[src/hw/rtl/byte_stuffing_framer_deframer_macros.svh]
// Assertion macros for the byte stuffing framer/deframer.
`ifndef BYTE_STUFFING_FRAMER_DEFRAMER_MACROS_SVH
`define BYTE_STUFFING_FRAMER_DEFRAMER_MACROS_SVH

// same-cycle implication, checked out of reset
`define BSFD_ASSERT_IMP(lbl, ante, cons) \
	lbl: assert property (@(posedge clk) disable iff (!arst_n) (ante) |-> (cons)) \
		else $error("byte stuffing codec check failed");

// next-cycle implication, checked out of reset
`define BSFD_ASSERT_NXT(lbl, ante, cons) \
	lbl: assert property (@(posedge clk) disable iff (!arst_n) (ante) |=> (cons)) \
		else $error("byte stuffing codec sequencing check failed");

`endif

[src/hw/rtl/bsfd_pkg.sv]
// Types and constants shared by the byte stuffing framer/deframer.
`timescale 1ns / 1ps
package bsfd_pkg;

	typedef enum logic [1:0] {
		CFG_DIRECTION  = 2'd0,
		CFG_FLAG       = 2'd1,
		CFG_ESCAPE     = 2'd2,
		CFG_COMPLEMENT = 2'd3
	} cfg_idx_t;

	typedef enum logic {
		DIR_ENCODE = 1'b0,
		DIR_DECODE = 1'b1
	} dir_t;

	localparam logic [7:0]  FLAG_RESET       = 8'd126;
	localparam logic [7:0]  ESCAPE_RESET     = 8'd125;
	localparam logic [7:0]  COMPLEMENT_RESET = 8'd32;
	localparam logic [15:0] COUNT_MAX        = 16'hFFFF;

endpackage

[src/hw/rtl/byte_stuffing_framer_deframer.sv]
// Byte stuffing framer/deframer: input register, result expansion and output register.
// A request's first result is registered in the input register and then the output register before result_valid.
// Throughput: one result per cycle while result_stall is low; a request is held until its last result
// is loaded (1 to 4 results when encoding, 0 or 1 when decoding); a request with no results does not stall.
// Reset (arst_n low, asynchronous): registers to flag 126, escape 125, complement 32,
// encode direction; decoder state cleared; no request held, no result pending.
`timescale 1ns / 1ps
`include "byte_stuffing_framer_deframer_macros.svh"
module byte_stuffing_framer_deframer (
	input  logic               clk,
	input  logic               arst_n,
	input  logic               cfg_we,
	input  bsfd_pkg::cfg_idx_t cfg_index,
	input  logic [7:0]         cfg_data,
	input  logic               item_valid,
	output logic               item_stall,
	input  logic [7:0]         in_byte,
	input  logic               frame_first,
	input  logic               frame_last,
	output logic               result_valid,
	input  logic               result_stall,
	output logic [7:0]         out_byte,
	output logic               byte_valid,
	output logic               frame_end,
	output logic [15:0]        frame_length,
	output logic               run_last
);
	import bsfd_pkg::*;

	dir_t        direction_q;
	logic [7:0]  flag_q, escape_q, complement_q;
	logic        esc_pend_q, inside_q;
	logic [15:0] count_q;

	logic        valid_s1;
	logic [7:0]  byte_s1;
	logic        first_s1, last_s1;
	logic [1:0]  idx_q;

	logic        out_valid_q;
	logic [7:0]  out_byte_q;
	logic        byte_valid_q, frame_end_q, run_last_q;
	logic [15:0] frame_length_q;

	logic [2:0]  n_res;
	logic [1:0]  j;
	logic        esc_hit;
	logic [7:0]  sel_byte;
	logic        sel_bvalid, sel_end;
	logic [15:0] sel_len;
	logic        out_free, load, s1_done, accept, is_last;

	always_ff @(posedge clk or negedge arst_n) begin
		if (!arst_n) begin
			direction_q  <= DIR_ENCODE;
			flag_q       <= FLAG_RESET;
			escape_q     <= ESCAPE_RESET;
			complement_q <= COMPLEMENT_RESET;
		end else if (cfg_we) begin
			unique case (cfg_index)
				CFG_DIRECTION:  direction_q  <= dir_t'(cfg_data[0]);
				CFG_FLAG:       flag_q       <= cfg_data;
				CFG_ESCAPE:     escape_q     <= cfg_data;
				CFG_COMPLEMENT: complement_q <= cfg_data;
				default: ;
			endcase
		end
	end

	// result count and selected result for the held request
	always_comb begin
		esc_hit    = (byte_s1 == flag_q) || (byte_s1 == escape_q);
		j          = idx_q - {1'b0, first_s1};
		n_res      = '0;
		sel_byte   = '0;
		sel_bvalid = 1'b1;
		sel_end    = 1'b0;
		sel_len    = '0;
		if (direction_q == DIR_ENCODE) begin
			n_res = 3'(first_s1) + (esc_hit ? 3'd2 : 3'd1) + 3'(last_s1);
			if (first_s1 && idx_q == 2'd0) begin
				sel_byte = flag_q;
			end else if (esc_hit) begin
				unique case (j)
					2'd0:    sel_byte = escape_q;
					2'd1:    sel_byte = byte_s1 ^ complement_q;
					default: sel_byte = flag_q;
				endcase
			end else begin
				sel_byte = (j == 2'd0) ? byte_s1 : flag_q;
			end
		end else begin
			priority if (byte_s1 == flag_q) begin
				n_res      = (inside_q && count_q != '0) ? 3'd1 : 3'd0;
				sel_bvalid = 1'b0;
				sel_end    = 1'b1;
				sel_len    = count_q;
			end else if (!inside_q) begin
				n_res = 3'd0;
			end else if (esc_pend_q) begin
				n_res    = 3'd1;
				sel_byte = byte_s1 ^ complement_q;
			end else if (byte_s1 == escape_q) begin
				n_res = 3'd0;
			end else begin
				n_res    = 3'd1;
				sel_byte = byte_s1;
			end
		end
	end

	assign out_free   = !out_valid_q || !result_stall;
	assign is_last    = ({1'b0, idx_q} == n_res - 3'd1);
	assign load       = valid_s1 && (n_res != 3'd0) && out_free;
	assign s1_done    = valid_s1 && ((n_res == 3'd0) || (out_free && is_last));
	assign item_stall = valid_s1 && !s1_done;
	assign accept     = item_valid && !item_stall;

	always_ff @(posedge clk or negedge arst_n) begin
		if (!arst_n) begin
			valid_s1 <= 1'b0;
			idx_q    <= '0;
		end else begin
			if (accept)
				valid_s1 <= 1'b1;
			else if (s1_done)
				valid_s1 <= 1'b0;
			if (s1_done)
				idx_q <= '0;
			else if (load)
				idx_q <= idx_q + 2'd1;
		end
	end

	always_ff @(posedge clk) begin
		if (accept) begin
			byte_s1  <= in_byte;
			first_s1 <= frame_first;
			last_s1  <= frame_last;
		end
	end

	// decoder state moves on once the held request is finished, in decode direction only
	always_ff @(posedge clk or negedge arst_n) begin
		if (!arst_n) begin
			esc_pend_q <= 1'b0;
			inside_q   <= 1'b0;
			count_q    <= '0;
		end else if (s1_done && direction_q == DIR_DECODE) begin
			priority if (byte_s1 == flag_q) begin
				inside_q   <= 1'b1;
				count_q    <= '0;
				esc_pend_q <= 1'b0;
			end else if (inside_q) begin
				if (!esc_pend_q && byte_s1 == escape_q) begin
					esc_pend_q <= 1'b1;
				end else begin
					esc_pend_q <= 1'b0;
					if (count_q != COUNT_MAX)
						count_q <= count_q + 16'd1;
				end
			end
		end
	end

	always_ff @(posedge clk or negedge arst_n) begin
		if (!arst_n)
			out_valid_q <= 1'b0;
		else if (out_free)
			out_valid_q <= load;
	end

	always_ff @(posedge clk) begin
		if (load) begin
			out_byte_q     <= sel_byte;
			byte_valid_q   <= sel_bvalid;
			frame_end_q    <= sel_end;
			frame_length_q <= sel_len;
			run_last_q     <= is_last;
		end
	end

	assign result_valid = out_valid_q;
	assign out_byte     = out_byte_q;
	assign byte_valid   = byte_valid_q;
	assign frame_end    = frame_end_q;
	assign frame_length = frame_length_q;
	assign run_last     = run_last_q;

	`BSFD_ASSERT_IMP(a_idx_in_range, valid_s1, ({1'b0, idx_q} < n_res) || (idx_q == 2'd0))
	`BSFD_ASSERT_IMP(a_pend_inside, esc_pend_q, inside_q)
	`BSFD_ASSERT_IMP(a_end_fields, out_valid_q && frame_end_q, !byte_valid_q && frame_length_q != 16'd0 && run_last_q)
	`BSFD_ASSERT_NXT(a_idx_step, valid_s1 && load && !s1_done, valid_s1 && idx_q == $past(idx_q) + 2'd1)

endmodule
[config.mk]
export PLATFORM = sky130hd
export DESIGN_NAME = byte_stuffing_framer_deframer
export DESIGN_NICKNAME = d
export VERILOG_FILES = /design/src/hw/rtl/bsfd_pkg.sv /design/src/hw/rtl/byte_stuffing_framer_deframer.sv
export VERILOG_INCLUDE_DIRS = /design/src /design/src/hw/rtl
export SDC_FILE = /design/constraint.sdc
export NUM_CORES = 1
export LEC_CHECK = 0
export BUFFER_PORTS_ARGS = -buffer_cell sky130_fd_sc_hd__buf_2
export CAP_MARGIN = 20
export CELL_PAD_IN_SITES_DETAIL_PLACEMENT = 2
export CELL_PAD_IN_SITES_GLOBAL_PLACEMENT = 2
export CORE_MARGIN = 2
export CORE_UTILIZATION = 38
export DETAILED_ROUTE_END_ITERATION = 8
export PLACE_DENSITY = 0.78
export REMOVE_ABC_BUFFERS = 1
export SYNTH_ARGS = -nofsm -noshare
export SYNTH_HDL_FRONTEND = slang
export SYNTH_SLANG_ARGS = --single-unit
[constraint.sdc]
create_clock -name clk -period 5.8 [get_ports clk]
set_input_delay 0.29 -clock clk [delete_from_list [all_inputs] [get_ports clk]]
set_output_delay 0.29 -clock clk [all_outputs]
set_load 0.1 [all_outputs]
==> flow_summary.toml <==
[placed_design]
dp_hpwl_um = 9820
gp_congestion = 0.829
io_buffer_count = 53

[power]
seq_power_share = 0.349
power.internal_mw = 1.43
power_density_nw_per_um2 = 485
total_power_mw = 2.61
p_clk_frac = 0.239
netSwitchingPower_mw = 1.18
combPwrFrac = 0.412
peakVddDrop_mv = 0.198
netSwitchingFraction = 0.454
p_leak_nw = 2.09

[grt]
antenna_found_initial = 0
grt_first_pass_wirelength_um = 21800
grt_max_degree = 48
grt_pass1_vias = 3975
track_usage = 0.222
overflow = 0

[cts]
root_buffer = "clkbuf_16"
cts_buffer_depth = 2
cts-buffers-inserted = 9
post-cts-setup-buffers = 0
cts_sinks = 84
cts.reportedPaths.clkPinSlew_ns = 0.06
ctsHoldBuffers = 0
tritoncts = "built"
ctsHtreeMaxLevel = 3
clk_latency_ns = 0.35
post_cts_resize_count = 0

[routing]
vias_per_cell = 5.70
wire_per_inst_um = 21.7
drtIter0Drc = 97
drc_errors = 0
drt_wl_total_um = 13900
ant_nets = 0
vias = 3640
first_pass_iters = 4

[timing]
clock.fmax_mhz = 212
finalCritPeriodShare = 0.814
slew_viol_final = 0
hold_violations = 0
rsz0062_at_grt = "false"
slew_headroom = 0.313
worst_pin_slew_ns = 1.03
fin_setup_tns_ns = 0
setup_viol = 0
skew_ns = 0.00503
post-route-min-period_ns = 4.72

[floorplanning]
die_w_um = 115
core_um2 = 12000
row_count = 40
ioPinCount = 54
start_util = 0.389
die-area_um2 = 13200
die_height_um = 115

[synth]
syn_area_um2 = 4680
ys_ff_latch = 84
synth_edf_count = 37
synth_simple_gate_area_share = 0.171
syn_avg_cell_area_um2 = 10.6
synthCells = 441
synth_ff_type = "edfxtp_1"
synth_top_family_by_area = "simple AND/OR/NAND/NOR gates"
synth_mux_area_frac = 0.0653
yosysWarningCount = 0
ys_types = 52
synth_xor_area_frac = 0.0693
async_flop_share = 0.560
synth-compound-area-share = 0.151
synthAdderAreaFrac = 0.0187
ys_seq_area_frac = 0.492

[final_layout]
drive_gt1_frac = 0.254
fillers = 1311
fin_nets = 519
seqCellArea_um2 = 2300
area_growth_pct = 15.1
multi_input_area_um2 = 2230
num_antenna_cells = 0

[worst_setup_path]
critical_path_class = "reg -> out"
crit_path_end_kind = "primary output"
startpoint_type = "register"
critPathMaxFanout = 14
rr_worst_depth = 17
critPathRequiredTime_ns = 5.51
crit_arrival_ns = 4.43

[outcome]
status = "finished, final reports clean"

[hold_path]
hold_class = "in -> async"

[run]
maxCapViolations = 0
cell usage in the layout (no fill, tap or decap), drive strengths merged, types with 7 or more instances in the layout:
cell / n
a21oi: 22
a31oi: 7
and2: 17
and3: 7
buf: 58
clkbuf: 9
dfrtp: 34
dfstp: 13
edfxtp: 37
ha: 7
inv: 11
mux2: 25
nand2: 46
nand3: 15
nor2: 33
nor3: 7
o211ai: 10
o21ai: 11
o31ai: 13
o32ai: 9
or3: 8
xnor2: 16
xor2: 21
cells in the mapped netlist (3+ instances only):
master	instances	area, um2
clkbuf_1	15	56.3
o31ai_1	11	82.6
a41o_1	5	50.1
nand3b_1	3	22.5
or3_1	8	50.1
inv_1	11	41.3
buf_2	5	25.0
a2111o_1	4	45.0
a21o_1	3	22.5
o32ai_1	9	78.8
or2_2	4	25.0
o21a_1	4	30.0
and2_1	16	100
nor2_1	33	124
xor2_1	21	184
ha_1	7	87.6
a31oi_1	7	43.8
mux2_2	25	282
nor3b_1	3	22.5
a21oi_1	21	105
o211ai_1	10	75.1
o21ai_0	11	55.1
nand2_1	46	173
xnor2_1	16	140
nand3_1	14	70.1
edfxtp_1	37	1110
nor3_1	7	35.0
dfstp_2	13	342
and3_1	7	43.8
dfrtp_1	34	851
power groups by stage:
stage	Sequential [mW]	Combinational, mW	Clock [mW]
global route	0.928	1.15	0.657
floorplan	1.25	0.460	0
detailed placement	0.922	1.07	0
global placement	0.911	1.04	0
CTS	0.912	1.08	0.638
finish	0.910	1.08	0.624
routing by layer:
metal | routed length [um] | vias to the layer above | GRT usage
met5 | 0 | - | 0
met4 | 296 | 0 | 0.0835
met3 | 285 | 18 | 0.0322
met2 | 7290 | 53 | 0.410
met1 | 5980 | 1863 | 0.259
li1 | - | 1706 | -
worst max-delay path: stages (launching register included):
cell and delay (ns):
edfxtp_1 0.50, xnor2_1 0.27, and4_1 0.27, nand2_1 0.24, nand2_1 0.47, xnor2_1 0.12
ha_1 0.29, inv_1 0.04, o32ai_1 0.20, a21oi_4 0.08, ha_1 0.23, ha_1 0.29
nand2_1 0.11, nor3b_1 0.09, mux2i_2 0.16, nor2b_1 0.23, buf_2 0.47
state kept, by name (all words and copies together), names as in the netlist:
register	flops
out_byte	8
inside_q	1
complement_q	8
escape_q	8
byte_valid	1
run_last	1
esc_pend_q	1
count_q	16
valid_s1	1
result_valid	1
last_s1	1
first_s1	1
direction_q	1
frame_length	16
byte_s1	8
flag_q	8
frame_end	1
idx_q	2
metrics by stage:
step	hold slack, ns	cells	utilization	setup slack [ns]	cell area [um2]
after floorplan	-0.00559	418	-	0.177	4570
after global placement	0.440	622	0.421	1.03	5060
after detailed placement	0.455	622	0.421	0.802	5060
after CTS	0.0728	638	0.448	0.784	5380
after global routing	0.0864	639	0.448	0.602	5390
final	0.0536	639	0.448	1.08	5390
cells by family after synthesis:
group	after synthesis
compound gates	96
xor+xnor	37
fa+ha+maj	7
buf+inv	35
flops	84
mux	27
simple gates	155
layout make-up:
class	count	area share
flip-flops and latches	84	0.428
clock inverters	7	0.0170
repair buffers	58	0.0562
well taps	147	0.0342
multi-input cells	322	0.415
inverters	12	0.00836
clock buffers	9	0.0418
worst paths after layout:
kind / start / endpoint / slack [ns]
setup / recovery: byte_s1[1]$_DFFE_PP_ / item_stall / 1.08
hold / removal: arst_n / count_q[12]$_DFFE_PN0P_ / 0.05
setup reg to reg: byte_s1[1]$_DFFE_PP_ / count_q[14]$_DFFE_PN0P_ / 1.09
hold reg to reg: count_q[12]$_DFFE_PN0P_ / count_q[12]$_DFFE_PN0P_ / 0.52
max in group asynchronous: arst_n / complement_q[1]$_DFFE_PN0P_ / 5.31
min in group clk: in_byte[6] / byte_s1[6]$_DFFE_PP_ / 0.11
Power figures use the tool's default switching activity.
